**config.mk**
```make
export PLATFORM = sky130hd
export DESIGN_NAME = pulse_frame_capture_packetizer
export DESIGN_NICKNAME = d
export VERILOG_FILES = /design/src/hw/rtl/pfcp_pkg.sv /design/src/hw/rtl/pfcp_pkt_buf.sv /design/src/hw/rtl/pulse_frame_capture_packetizer.sv
export SDC_FILE = /design/constraint.sdc
export NUM_CORES = 1
export LEC_CHECK = 0
export BUFFER_PORTS_ARGS = -buffer_cell sky130_fd_sc_hd__buf_2
export CAP_MARGIN = 10
export CORE_AREA = 2 2 125 127
export CTS_CLUSTER_DIAMETER = 200
export DETAILED_ROUTE_END_ITERATION = 8
export DIE_AREA = 0 0 127 129
export GPL_TIMING_DRIVEN = 0
export PLACE_DENSITY = 0.74
export SETUP_SLACK_MARGIN = 0.5
export SYNTH_ARGS = -nofsm -noshare
export SYNTH_HDL_FRONTEND = slang
export SYNTH_HIERARCHICAL = 1
export SYNTH_SLANG_ARGS = --single-unit
```
**constraint.sdc**
```tcl
create_clock -name clk -period 8.4 [get_ports clk]
set_clock_uncertainty 0.2 [all_clocks]
set_input_delay 0.42 -clock clk [delete_from_list [all_inputs] [get_ports clk]]
set_output_delay 0.42 -clock clk [all_outputs]
set_load 0.01 [all_outputs]
```
**src/hw/rtl/pfcp_pkg.sv**
```systemverilog
// shared constants and types for the pulse frame capture packetizer
`timescale 1ns / 1ps
package pfcp_pkg;

	localparam int NUM_CHANNELS_DEF = 4;
	localparam int COUNT_WIDTH_DEF  = 16;
	localparam int WIDTH_W          = 16;
	localparam int BYTE_W           = 8;

	localparam logic [WIDTH_W-1:0] SYNC_THRESHOLD_RESET = 16'd4000;

	typedef logic [WIDTH_W-1:0] width_t;
	typedef logic [BYTE_W-1:0]  byte_t;

	// packet buffer status seen by the capture logic
	typedef struct packed {
		logic busy;
	} buf_stat_t;

endpackage

```
**src/hw/rtl/pfcp_pkt_buf.sv**
```systemverilog
// packet byte buffer: loads captured widths and shifts packet bytes out
`timescale 1ns / 1ps
module pfcp_pkt_buf
	import pfcp_pkg::*;
#(
	parameter int NUM_CHANNELS = NUM_CHANNELS_DEF
) (
	input  logic      clk,
	input  logic      arst_n,
	input  logic      load,
	input  width_t    load_widths [NUM_CHANNELS],
	output buf_stat_t stat,
	output logic      out_valid,
	input  logic      out_ready,
	output byte_t     packet_byte,
	output logic      last_byte
);

	localparam int NB   = 2 * NUM_CHANNELS + 1;
	localparam int CNTW = $clog2(NB + 1);

	byte_t           bytes_q [NB];
	byte_t           new_bytes [NB];
	logic [CNTW-1:0] count_q;
	logic            pop;

	// assemble packet: high byte, low byte per channel, then running xor
	always_comb begin
		byte_t sum;
		sum = '0;
		for (int k = 0; k < NUM_CHANNELS; k++) begin
			new_bytes[2*k]   = load_widths[k][15:8];
			new_bytes[2*k+1] = load_widths[k][7:0];
			sum = sum ^ load_widths[k][15:8] ^ load_widths[k][7:0];
		end
		new_bytes[NB-1] = sum;
	end

	assign pop = out_valid && out_ready;

	// byte shift line, head is the output
	always_ff @(posedge clk) begin
		if (load) begin
			bytes_q <= new_bytes;
		end else if (pop) begin
			for (int k = 0; k < NB - 1; k++) begin
				bytes_q[k] <= bytes_q[k+1];
			end
		end
	end

	// remaining byte count
	always_ff @(posedge clk or negedge arst_n) begin
		if (!arst_n) begin
			count_q <= '0;
		end else if (load) begin
			count_q <= CNTW'(NB);
		end else if (pop) begin
			count_q <= count_q - CNTW'(1);
		end
	end

	assign out_valid   = (count_q != '0);
	assign last_byte   = (count_q == CNTW'(1));
	assign packet_byte = bytes_q[0];
	assign stat.busy   = out_valid;

endmodule

```
**src/hw/rtl/pulse_frame_capture_packetizer.sv**
```systemverilog
// top level: pulse width timing, frame sync and packet capture
//
//  channel | handshake            | payload
//  --------+----------------------+------------------------------
//  in      | in_valid / in_ready  | line_level
//  out     | out_valid / out_ready| packet_byte, last_byte
//  cfg     | cfg_valid / cfg_ready| cfg_data (sync_threshold)
//
// one line sample is taken per cycle while in_ready; the sample that
// closes the last channel's high period loads a 2*NUM_CHANNELS+1 byte
// packet into the output buffer, whose first byte shows in the cycle
// after that sample; it then drains one byte per cycle while out_ready.
// in_ready drops only when the next sample could close a packet while
// the previous packet is still draining.
// reset (arst_n low) clears all control state and loads sync_threshold 4000.
// cfg writes are taken in any cycle.
`timescale 1ns / 1ps
module pulse_frame_capture_packetizer
	import pfcp_pkg::*;
#(
	parameter int NUM_CHANNELS = NUM_CHANNELS_DEF,
	parameter int COUNT_WIDTH  = COUNT_WIDTH_DEF
) (
	input  logic         clk,
	input  logic         arst_n,
	input  logic         in_valid,
	output logic         in_ready,
	input  logic         line_level,
	output logic         out_valid,
	input  logic         out_ready,
	output logic [7:0]   packet_byte,
	output logic         last_byte,
	input  logic         cfg_valid,
	output logic         cfg_ready,
	input  logic [15:0]  cfg_data
);

	localparam int CIW  = (NUM_CHANNELS > 1) ? $clog2(NUM_CHANNELS) : 1;
	localparam int CMPW = (COUNT_WIDTH > WIDTH_W) ? COUNT_WIDTH : WIDTH_W;
	localparam logic [CIW-1:0] LAST_CH = CIW'(NUM_CHANNELS - 1);

	width_t                 threshold_q;
	logic                   synced_q;
	logic                   prev_q;
	logic [COUNT_WIDTH-1:0] count_q;
	logic [CIW-1:0]         chan_q;
	width_t                 widths_q [NUM_CHANNELS];

	width_t                 load_widths [NUM_CHANNELS];
	width_t                 period_w;
	logic                   accept;
	logic                   period_end;
	logic                   over_thr;
	logic                   load;
	buf_stat_t              stat;

	// config register
	assign cfg_ready = 1'b1;

	always_ff @(posedge clk or negedge arst_n) begin
		if (!arst_n) begin
			threshold_q <= SYNC_THRESHOLD_RESET;
		end else if (cfg_valid && cfg_ready) begin
			threshold_q <= cfg_data;
		end
	end

	// hold off a request that could close a packet while one drains
	assign in_ready   = !(stat.busy && synced_q && prev_q && (chan_q == LAST_CH));
	assign accept     = in_valid && in_ready;
	assign period_end = !line_level && prev_q;
	assign period_w   = WIDTH_W'(count_q);
	assign over_thr   = CMPW'(count_q) > CMPW'(threshold_q);
	assign load       = accept && period_end && synced_q && (chan_q == LAST_CH);

	// pulse timing and frame state
	always_ff @(posedge clk or negedge arst_n) begin
		if (!arst_n) begin
			synced_q <= 1'b0;
			prev_q   <= 1'b0;
			count_q  <= '0;
			chan_q   <= '0;
		end else if (accept) begin
			prev_q <= line_level;
			if (line_level) begin
				if (count_q != '1) begin
					count_q <= count_q + COUNT_WIDTH'(1);
				end
			end else if (prev_q) begin
				count_q <= '0;
				if (!synced_q) begin
					if (over_thr) begin
						synced_q <= 1'b1;
						chan_q   <= '0;
					end
				end else if (chan_q == LAST_CH) begin
					synced_q <= 1'b0;
					chan_q   <= '0;
				end else begin
					chan_q <= chan_q + CIW'(1);
				end
			end
		end
	end

	// captured channel widths
	always_ff @(posedge clk) begin
		if (accept && period_end && synced_q) begin
			widths_q[chan_q] <= period_w;
		end
	end

	// last channel's width goes straight into the packet
	always_comb begin
		for (int k = 0; k < NUM_CHANNELS; k++) begin
			load_widths[k] = (k == NUM_CHANNELS - 1) ? period_w : widths_q[k];
		end
	end

	pfcp_pkt_buf #(
		.NUM_CHANNELS(NUM_CHANNELS)
	) u_pkt_buf (
		.clk        (clk),
		.arst_n     (arst_n),
		.load       (load),
		.load_widths(load_widths),
		.stat       (stat),
		.out_valid  (out_valid),
		.out_ready  (out_ready),
		.packet_byte(packet_byte),
		.last_byte  (last_byte)
	);

endmodule

```
== Word-level counts from Yosys, hierarchy flattened ==
Memory sizes are Yosys's and may differ from the RTL's.
Index checks and enable logic that the tools add are counted.

* Register bits: 112
* Input bits: 22
* Memories kept: 1
* Output and inout port bits: 12
* RAM bits: 64
* Word-level logic and storage cells: 65

* $add $sub $neg: 3
* Eq/ne operators: 4
* Bitwise logic cells: 8
* Multiplexer cells: 15
* Magnitude comparators: 1
* Reductions and logical operators: 18

{| class="wikitable"
|+ Memories
! name !! words !! width !! rd ports !! clocked after Yosys merged registers in !! write ports !! line !! RTL
|-
| widths_q || 4 || 16 || 3 || 0 || 1 || pulse_frame_capture_packetizer.sv:47 || <nowiki>width_t widths_q [NUM_CHANNELS];</nowiki>
|}

{| class="wikitable"
|+ Operator list
! operator !! number
|-
| $mux 64 || 2
|-
| $xor 8x8->8 || 7
|-
| $mux 16 || 3
|-
| $add 16x1->16 const B || 1
|-
| $gt 16x16->1 || 1
|-
| $ne 16x16->1 const B || 1
|-
| $logic_and 1x1->1 || 9
|-
| $mux 4 || 2
|-
| $mux 2 || 3
|-
| $reduce_and 3->1 || 2
|-
| $reduce_bool 2->1 || 3
|-
| $mux 1 || 5
|-
| $eq 4x1->1 const B || 1
|-
| $reduce_and 4->1 || 1
|-
| $reduce_bool 4->1 || 1
|-
| $sub 4x1->4 const B || 1
|-
| $add 2x1->2 const B || 1
|-
| $eq 2x2->1 const B || 1
|-
| $logic_not 1->1 || 2
|-
| $ne 2x1->1 const B || 1
|-
| $not 1->1 || 1
|}

== Depth between registers and ports, before layout ==
Gate-level depths: netlist of the first run.

* Word-level depth: 10
* Mapped depth: 13
* Mapped depth without buffers: 10

== Modules after synthesis ==
Netlist of the first run, hierarchy kept.

{| class="wikitable"
|+ Modules (own cells, without submodules)
! module !! instances !! area each (um2) !! cells each !! seq. area each (um2)
|-
| pfcp_pkt_buf || 1 || 3752.3 || 237 || 2262.2
|-
| pulse_frame_capture_packetizer || 1 || 3647.2 || 283 || 2349.8
|}

== Worst setup path before layout of the first run ==
No wires, ideal clock.

* Path kind: reg-to-reg
* Start point: register u_pkt_buf.count_q[0]
* End point: register u_pkt_buf/bytes_q[10] in the netlist's numbering, enable pin
* Period minus slack after synthesis: 3.708 ns
* Path slack: 4.692 ns
* Stages on the path, launching flop included: 14
* Path buffers: 5
* Required time: 7.807 ns
* Arrival: 3.115 ns
* Setup time: 0.393 ns
* Cells stage by stage: dfrtp_1 > inv_1 > ha_1 > nor3b_2 > inv_2 > buf_4 > nand2_1 > and3_1 > clkbuf_1 > and2_1 > clkbuf_1 > buf_4 > buf_6 > a21o_2

* Cells in the longest elaborated chain, start to end: 10
* Elaborated cells between the ends (all ways): 11
* Those cells by class: 11 x reduce/logical

{| class="wikitable"
|+ RTL lines
! what !! line !! RTL
|-
| start, declared || pfcp_pkt_buf.sv:24 || <nowiki>logic [CNTW-1:0] count_q;</nowiki>
|-
| start signal, assigned || pfcp_pkt_buf.sv:57 || <nowiki>count_q <= CNTW'(NB);</nowiki>
|-
| start signal, assigned || pfcp_pkt_buf.sv:59 || <nowiki>count_q <= count_q - CNTW'(1);</nowiki>
|-
| $reduce_bool 4->1 || pfcp_pkt_buf.sv:63 || <nowiki>assign out_valid = (count_q != '0);</nowiki>
|-
| named net out_valid || pulse_frame_capture_packetizer.sv:29 || <nowiki>output logic out_valid,</nowiki>
|-
| $logic_and 1x1->1 (3 in series) || pulse_frame_capture_packetizer.sv:69 || <nowiki>assign in_ready = !(stat.busy && synced_q && prev_q && (chan_q == LAST_CH));</nowiki>
|-
| $logic_not 1->1 || pulse_frame_capture_packetizer.sv:69 ||
|-
| $logic_and 1x1->1 || pulse_frame_capture_packetizer.sv:70 || <nowiki>assign accept = in_valid && in_ready;</nowiki>
|-
| $logic_and 1x1->1 (3 in series) || pulse_frame_capture_packetizer.sv:74 || <nowiki>assign load = accept && period_end && synced_q && (chan_q == LAST_CH);</nowiki>
|-
| named net load || pulse_frame_capture_packetizer.sv:54 || <nowiki>logic load;</nowiki>
|-
| $reduce_bool 2->1 (no source line) || n/a ||
|-
| end signal, assigned || pfcp_pkt_buf.sv:44 || <nowiki>bytes_q <= new_bytes;</nowiki>
|-
| end signal, assigned by index || pfcp_pkt_buf.sv:47 || <nowiki>bytes_q[k] <= bytes_q[k+1];</nowiki>
|-
| end, declared || pfcp_pkt_buf.sv:22 || <nowiki>byte_t bytes_q [NB];</nowiki>
|}

The timed path passes the listed nets, and every way through them passes these cells.
A chain may end at the register's enable or synchronous reset.

== Worst setup path after layout of the first run ==
* Start point: register u_pkt_buf.count_q[1]
* End point: register u_pkt_buf/bytes_q[15] in the netlist's numbering, enable pin

* Cells in the longest elaborated chain, start to end: 10
* Elaborated cells between the ends (all ways): 11
* Those cells by class: 11 x reduce/logical

{| class="wikitable"
|+ RTL lines
! what !! line !! RTL
|-
| $reduce_bool 4->1 || pfcp_pkt_buf.sv:63 ||
|-
| named net stat || pulse_frame_capture_packetizer.sv:55 || <nowiki>buf_stat_t stat;</nowiki>
|-
| $logic_and 1x1->1 (3 in series) || pulse_frame_capture_packetizer.sv:69 ||
|-
| $logic_not 1->1 || pulse_frame_capture_packetizer.sv:69 ||
|-
| $logic_and 1x1->1 || pulse_frame_capture_packetizer.sv:70 ||
|-
| $logic_and 1x1->1 (3 in series) || pulse_frame_capture_packetizer.sv:74 ||
|-
| named net load || pulse_frame_capture_packetizer.sv:54 ||
|-
| $reduce_bool 2->1 (no source line) || n/a ||
|}

The timed path passes the listed nets, and every way through them passes these cells.

==> impl_results.md, run 1 <==
- Global routing met3 resource utilization: 0.0420
- Number of cells on the worst reg-to-reg path: 13
- Cell-by-cell listing of the critical path: inv_1, ha_1, nor3b_2, inv_2, buf_4, nand2_1, and3_1, clkbuf_1, and2_1, clkbuf_1, buf_4, buf_6, a21o_4
- Worst hold stages: 3
- Synthesized-area fraction occupied by adder cells: 0.0406
- Count of flip-flops with a built-in enable after synthesis: 120
- Number of fillers in the final layout: 1,196
- Initial drt markers: between 300 and 400
- Detailed-placement wirelength estimate: 8850 um
- TritonCTS clock tree: yes
- Fmax: 0.237 GHz
- Seq/Total Area, Yosys: 0.623
- Worst flop-to-flop path startpoint: u_pkt_buf/count_q[1]
- Synth Area per Inst: ~14 um2
- Leakage: 3.17 nW
- GPL Wtd Cong: 0.773
- Post-CTS clock slew at the launch and capture registers of the worst setup and hold paths: approximately 0.06 ns
- Vias post-DR: approximately 4,200
- Total of max-cap violations: 0
- Worst EP required: 8.24 ns
- Register area: 4610 um2
- Non-Filler Cell Area, Final: 8430 um2
- Average wire length per cell after detail routing: approximately 17 um
- Post-synthesis async set-or-reset flop share: 0.250
- Post-CTS sizing: 0
- Placement Rows: 45
- Die height: 129 um
- Synthesis-to-layout area growth: 13.9%
- Total CTS buffers: 17
- Clock root cell: sky130_fd_sc_hd__clkbuf_16
- Measured slew at the worst slew-check pin: 0.921 ns
- Critical-path top delay cell: sky130_fd_sc_hd__a21o_4
- Maximum single-stage delay on the critical path: 0.62 ns
- Number of antenna violations at the first check in global routing: 0
- Bufs on Longest Clock Path: 2
- Clock tree sinks: 160
- Initial Util: 0.494
- Worst setup EP type: register
- Combinational family with the most area after synthesis: multiplexers
- Die area: about 16,000 um2
- Worst hold-check path type: in -> reg
- Worst slew margin: 0.386
- Number of top-level pins: 34
- Maximum level of the CTS H-tree: 4
- Number of global-route vias before repair: 4,158
- Wire length of the first global-routing pass: 21,200 um
- Sort of element at the start of the critical path: register
- Compound-gate portion of the synthesized area: 0.0484
- Setup repair after global routing missed its margin: no
- Maximum number of pins on one net before global-route repair: between 60 and 70
- Maximum fanout along the worst path: 64
- Number of instances in the synthesized netlist: 520
- Floorplan Core Area: 15,000 um2
- Remaining antenna violation count after routing: 0
- Post-synthesis simple-gate area fraction: 0.0700
- Power Dens Cells: 244 nW/um2
- Width of the chip: roughly 130 um
- Synthesized cell area: roughly 7400 um2
- Synthesis Warnings: 6
- Share of the clock period used by the worst path after layout: 0.502
- Fraction of synthesized cell area in xor and xnor cells: 0.0793
- Total setup violations reported at the end of the flow: 0
- Time the final worst path needs with I/O delays and setup: 4.22 ns
- Post-layout nets: 624
- Routed WL: about 13,000 um
- Status: completed
- Pins Over Slew Limit: 0
- Reg2Reg Setup Slack: 4.18 ns
- First element of the critical path: u_pkt_buf/count_q[1]
- Share of cell area taken by muxes after synthesis: 0.102
- Hold EP: threshold_q[2]
- Hold_ws: 0.0119 ns
- Fraction of final layout cells with drive strength greater than 1: 0.274
- DR vias/cell: 5.37
- Standard cell area after detailed placement: a little under 8000 um2
- Peak-usage layer in the global routing report: met2
- Reg-to-reg endpoint: u_pkt_buf/bytes_q[15]
- Nets in the synthesized netlist: 566
- DR DRC count: 0
- GR Util All Layers: 0.171
- Antenna Diode Count: 0
- Met1 capacity usage during global routing: 0.209
- Remaining Overflow, GRT: 0
- Area occupied by multi-input gates: approximately 2500 um2
- Setup tns final: 0 ns
- Worst endpoint data arrival time: between 4 and 5 ns
- Number of iterations in the first detailed-routing pass: 5
- Critical setup path kind: reg -> reg
- Number of endpoints with negative hold slack in the final report: 0
- IO buf count: 32
- Main synth FF type: sky130_fd_sc_hd__edfxtp_1
- Worst ir drop on vdd: around 0.00012 V
- Number of synthesized register bits: 160
- Source-to-sink clock delay at the later pin of the worst-skew pair: 0.42 ns
- Met2 global-route usage: 0.296
- Startpoint of the tightest hold check path: cfg_data[2]
- Post-synth cell types: just under 60
==> worst max-delay path: cells and delay by family, from the launching register on <==
family          cells  cell delay (ns)
buf+inv             7             1.35
simple gates        4             1.02
compound gates      1             0.62
flops               1             0.40
fa+ha+maj           1             0.17
==> worst max-delay path by stage <==
stage | end | depth (start not counted)
3_3_place_gp | u_pkt_buf/bytes_q[45] | 13
4_1_cts | u_pkt_buf/bytes_q[15] | 13
6_report | u_pkt_buf/bytes_q[15] | 13
2_1_floorplan | u_pkt_buf/bytes_q[10] | 13
3_5_place_dp | u_pkt_buf/bytes_q[15] | 13
5_1_grt | u_pkt_buf/bytes_q[21] | 13
==> routing by layer <==
metal	routed length [um]	vias up
li1	-	1989
met1	6000	2076
met2	6550	102
met3	459	19
met4	233	0
met5	0	-
==> cell usage after synthesis, types with 2 or more instances <==
cell type | n | area share
sky130_fd_sc_hd__buf_4 | 11 | 0.011
sky130_fd_sc_hd__inv_2 | 3 | 0.0015
sky130_fd_sc_hd__buf_2 | 6 | 0.0041
sky130_fd_sc_hd__nand3_1 | 8 | 0.0054
sky130_fd_sc_hd__a21boi_0 | 2 | 0.0020
sky130_fd_sc_hd__nor3_1 | 6 | 0.0041
sky130_fd_sc_hd__o21ai_0 | 20 | 0.014
sky130_fd_sc_hd__dfstp_2 | 6 | 0.021
sky130_fd_sc_hd__inv_1 | 24 | 0.012
sky130_fd_sc_hd__nor4_1 | 2 | 0.0017
sky130_fd_sc_hd__and3_1 | 4 | 0.0034
sky130_fd_sc_hd__dfrtp_1 | 34 | 0.11
sky130_fd_sc_hd__a21oi_1 | 14 | 0.0095
sky130_fd_sc_hd__ha_1 | 24 | 0.041
sky130_fd_sc_hd__mux2_1 | 5 | 0.0076
sky130_fd_sc_hd__and2_1 | 5 | 0.0042
sky130_fd_sc_hd__a21o_1 | 2 | 0.0020
sky130_fd_sc_hd__and4_1 | 2 | 0.0024
sky130_fd_sc_hd__xnor2_1 | 53 | 0.063
sky130_fd_sc_hd__o211ai_1 | 5 | 0.0051
sky130_fd_sc_hd__and3_2 | 2 | 0.0020
sky130_fd_sc_hd__buf_6 | 2 | 0.0030
sky130_fd_sc_hd__nand2_1 | 24 | 0.012
sky130_fd_sc_hd__or4_1 | 2 | 0.0020
sky130_fd_sc_hd__edfxtp_1 | 120 | 0.49
sky130_fd_sc_hd__mux2_2 | 61 | 0.093
sky130_fd_sc_hd__nor2_1 | 14 | 0.0071
sky130_fd_sc_hd__nand4_1 | 6 | 0.0051
sky130_fd_sc_hd__xor2_1 | 14 | 0.017
sky130_fd_sc_hd__a31o_2 | 2 | 0.0024
sky130_fd_sc_hd__clkbuf_1 | 7 | 0.0036
sky130_fd_sc_hd__or3_1 | 4 | 0.0034
==> flip-flops by register name, indices dropped and copies added, names as in the netlist <==
register and cells:
count_q 16, threshold_q 16, u_pkt_buf/packet_byte 8, chan_q 2, synced_q 1, prev_q 1, u_pkt_buf/bytes_q 64, widths_q 48
u_pkt_buf/count_q 4
==> cell type report <==
| class | instances | area share |
|---|---|---|
| flip-flops and latches | 160 | 0.547 |
| multi-input cells | 306 | 0.300 |
| clock buffers | 21 | 0.0523 |
| well taps | 188 | 0.0279 |
| repair buffers | 39 | 0.0273 |
| plain buffers | 26 | 0.0192 |
| clock inverters | 11 | 0.0138 |
| inverters | 28 | 0.0126 |
==> placed cells by master (no fill, tap or decap), types with 17 or more instances in the layout <==
cell type,Yosys,layout
sky130_fd_sc_hd__edfxtp_1,120,120
sky130_fd_sc_hd__ha_1,24,24
sky130_fd_sc_hd__xnor2_1,53,53
sky130_fd_sc_hd__buf_2,6,38
sky130_fd_sc_hd__o21ai_0,20,20
sky130_fd_sc_hd__nand2_1,24,24
sky130_fd_sc_hd__mux2_2,61,61
sky130_fd_sc_hd__inv_1,24,24
sky130_fd_sc_hd__clkbuf_16,0,17
sky130_fd_sc_hd__dfrtp_1,34,34
==> cells by family after synthesis <==
logic type,Yosys count
AOI/OAI and AO/OA,58
buffers and inverters,54
and+or+nand+nor,89
muxes,67
adders and majority gates,24
other,1
xor gates and xnor gates,67
DFF,160
==> per-stage QoR <==
| stage | instances | util | setup slack, ns | total power [mW] |
|---|---|---|---|---|
| finish | 779 | 0.563 | 4.18 | 2.06 |
| global route | 779 | 0.563 | 3.89 | 2.14 |
| CTS | 779 | 0.563 | 4.19 | 2.07 |
| detailed placement | 740 | 0.521 | 4.24 | 1.34 |
| global placement | 740 | 0.520 | 3.91 | 1.32 |
| floorplan | 520 | - | 4.69 | 1.25 |
==> power by group <==
group / internal (mW) / leakage, nW / switching (mW)
clock: 0.434 / 0.257 / 0.295
combinational: 0.135 / 1.31 / 0.148
sequential: 0.980 / 1.61 / 0.0636
total: 1.55 / 3.17 / 0.506
==> what timing repair did <==
action                    4_1_cts  5_1_grt
hold buffers                    7        0
buffers inserted                0        0
hold endpoints to repair       40        0
Power figures use the tool's default switching activity.
==> run 2, diff against run 1 <==
Settings changed: PLACE_DENSITY 0.74 to 0.77.
Clock period 8.4 ns to 3.4 ns, I/O delays scaled along.
==> impl_results.md, run 2 (synthesized netlist as in run 1, its figures left out) <==
- Status: completed
- DR DRC count: 0
- Number of endpoints with negative hold slack in the final report: 0
- Die area: 16,400 um2
- Maximum number of pins on one net before global-route repair: between 40 and 50
- Final Non-Filler Cells: between 800 and 900
- Worst slack after detailed placement: -0.190 ns
- Worst hold-check path type: in -> reg
- Initial drt markers: 302
- Source-to-sink clock delay at the later pin of the worst-skew pair: 0.42 ns
- Floorplan Core Area: 15,000 um2
- Die height: 129 um
- Power Dens Cells: 598 nW/um2
- Registers with the most flip-flops: u_pkt_buf/bytes_q x64, widths_q x48
- Number of global-route vias before repair: 4,566
- Time the final worst path needs with I/O delays and setup: 2.86 ns
- Routed WL: approximately 15,000 um
- DP Cell Count: 740
- Maximum fanout along the worst path: 10
- Clock tree sinks: 160
- Number of fillers in the final layout: between 1,000 and 1,500
- Critical-path top delay cell: sky130_fd_sc_hd__dfrtp_1
- Worst setup EP type: register
- Bufs on Longest Clock Path: 2
- Remaining Overflow, GRT: 0
- Initial Util: 0.494
- Placement Rows: 45
- Remaining antenna violation count after routing: 0
- Post-CTS clock slew at the launch and capture registers of the worst setup and hold paths: 0.06 ns
- Width of the chip: 127 um
- Worst ir drop on vdd: around 0.00033 V
- Vias post-DR: between 4,000 and 5,000
- GPL Wtd Cong: 0.856
- Total of max-cap violations: 0
- Maximum single-stage delay on the critical path: roughly 0.42 ns
- Final Power: 5.26 mW
- Commonest cells after routing, fill and taps aside: sky130_fd_sc_hd__edfxtp_1, sky130_fd_sc_hd__mux2_2, sky130_fd_sc_hd__xnor2_1
- Worst slew margin: 0.373
- Number of antenna violations at the first check in global routing: 0
- Largest Register: u_pkt_buf/bytes_q
- Buffers & Inverters on Critical Path: 6
- Hold_ws: between 0.03 and 0.04 ns
- Clock root cell: sky130_fd_sc_hd__clkbuf_16
- Fmax: 0.349 GHz
- TritonCTS clock tree: yes
- Synthesis-to-layout area growth: 18.8%
- Pins Over Slew Limit: 0
- Worst endpoint data arrival time: 2.84 ns
- Number of top-level pins: 34
- Kind of cell with the highest combined delay on the critical path: buffers and inverters
- Wire length of the first global-routing pass: between 20,000 and 25,000 um
- Average wire length per cell after detail routing: 18.6 um
- Worst EP required: 3.37 ns
- Most common cell after layout, fill and taps aside: sky130_fd_sc_hd__edfxtp_1
- Share of the clock period used by the worst path after layout: 0.842
- Detailed-placement wirelength estimate: 9060 um
- GR Util All Layers: 0.192
- Critical setup path kind: reg -> reg
- Number of iterations in the first detailed-routing pass: 4
- Cell-by-cell listing of the critical path: inv_2, ha_4, nor3b_4, inv_4, buf_6, nand2_2, and3_1, clkbuf_2, and2_4, clkbuf_8, buf_2, mux2_2
- Post-layout nets: 651
- Maximum level of the CTS H-tree: 4
- Setup repair after global routing missed its margin: yes
- Worst setup slack after layout: between 0.5 and 0.6 ns
- Fraction of final layout cells with drive strength greater than 1: 0.290
- IO buf count: 32
- Total setup violations reported at the end of the flow: 0
- Setup tns final: 0 ns
- Measured slew at the worst slew-check pin: 0.940 ns
- Flip-flop count of the largest register after layout: 64
- Total CTS buffers: 17
- Sort of element at the start of the critical path: register
- DR vias/cell: 5.50
- Leakage: 3.35 nW
- Antenna Diode Count: 0
## run 2: metal layers
layer | up-vias | global-route usage | share of wire
met2 | 132 | 0.330 | 0.50
met1 | 2214 | 0.236 | 0.42
met3 | 26 | 0.0387 | 0.053
li1 | 2058 | - | -
met5 | - | 0 | 0
met4 | 0 | 0.0892 | 0.024
## run 2: cell type report
cell class / instances / area (um2) / share of cell area
plain buffers: 26 / 199 / 0.0226
clock buffers: 22 / 444 / 0.0505
clock inverters: 9 / 116 / 0.0132
inverters: 28 / 109 / 0.0124
multi-input cells: 313 / 2640 / 0.301
flip-flops and latches: 160 / 4610 / 0.525
well taps: 188 / 235 / 0.0268
repair buffers: 59 / 430 / 0.0490
## run 2: final timing paths
path / from / to / slack (ns) / depth (start not counted)
worst max register to register: u_pkt_buf/count_q[1] / u_pkt_buf/bytes_q[20] / 0.54 / 12
worst min-delay path: line_level / count_q[1] / 0.03 / 4
worst min register to register: threshold_q[10] / threshold_q[10] / 0.32 / 2
worst max-delay path: u_pkt_buf/count_q[1] / u_pkt_buf/bytes_q[20] / 0.54 / 12
max in group asynchronous: arst_n / prev_q / 2.27 / 2
min in group asynchronous: arst_n / threshold_q[4] / 0.20 / 2
## run 2: where the power goes
group | switching (mW) | internal, mW | total (mW) | leakage, nW
combinational | 0.420 | 0.395 | 0.815 | 1.46
sequential | 0.170 | 2.42 | 2.59 | 1.61
clock | 0.715 | 1.14 | 1.85 | 0.274
## run 2: metrics by stage
step | area (um2) | utilization
floorplan | 7450 | -
global placement | 7840 | 0.524
detailed placement | 7840 | 0.524
CTS | 8730 | 0.583
global route | 8790 | 0.587
finish | 8790 | 0.587
## run 2: repair_timing
action / in CTS / in global routing
hold endpoints to repair: 51 / 0
resized for setup: 11 / 1
setup buffers: 3 / 3
endpoints found under the setup margin: 119 / 62
cloned: 6 / 2
hold buffers: 20 / 0
## run 2: worst min-delay path: stages
cell                      delay (ns)
sky130_fd_sc_hd__buf_2          0.12
sky130_fd_sc_hd__nand3_1        0.09
sky130_fd_sc_hd__nor2_1         0.05
sky130_fd_sc_hd__a22o_1         0.17
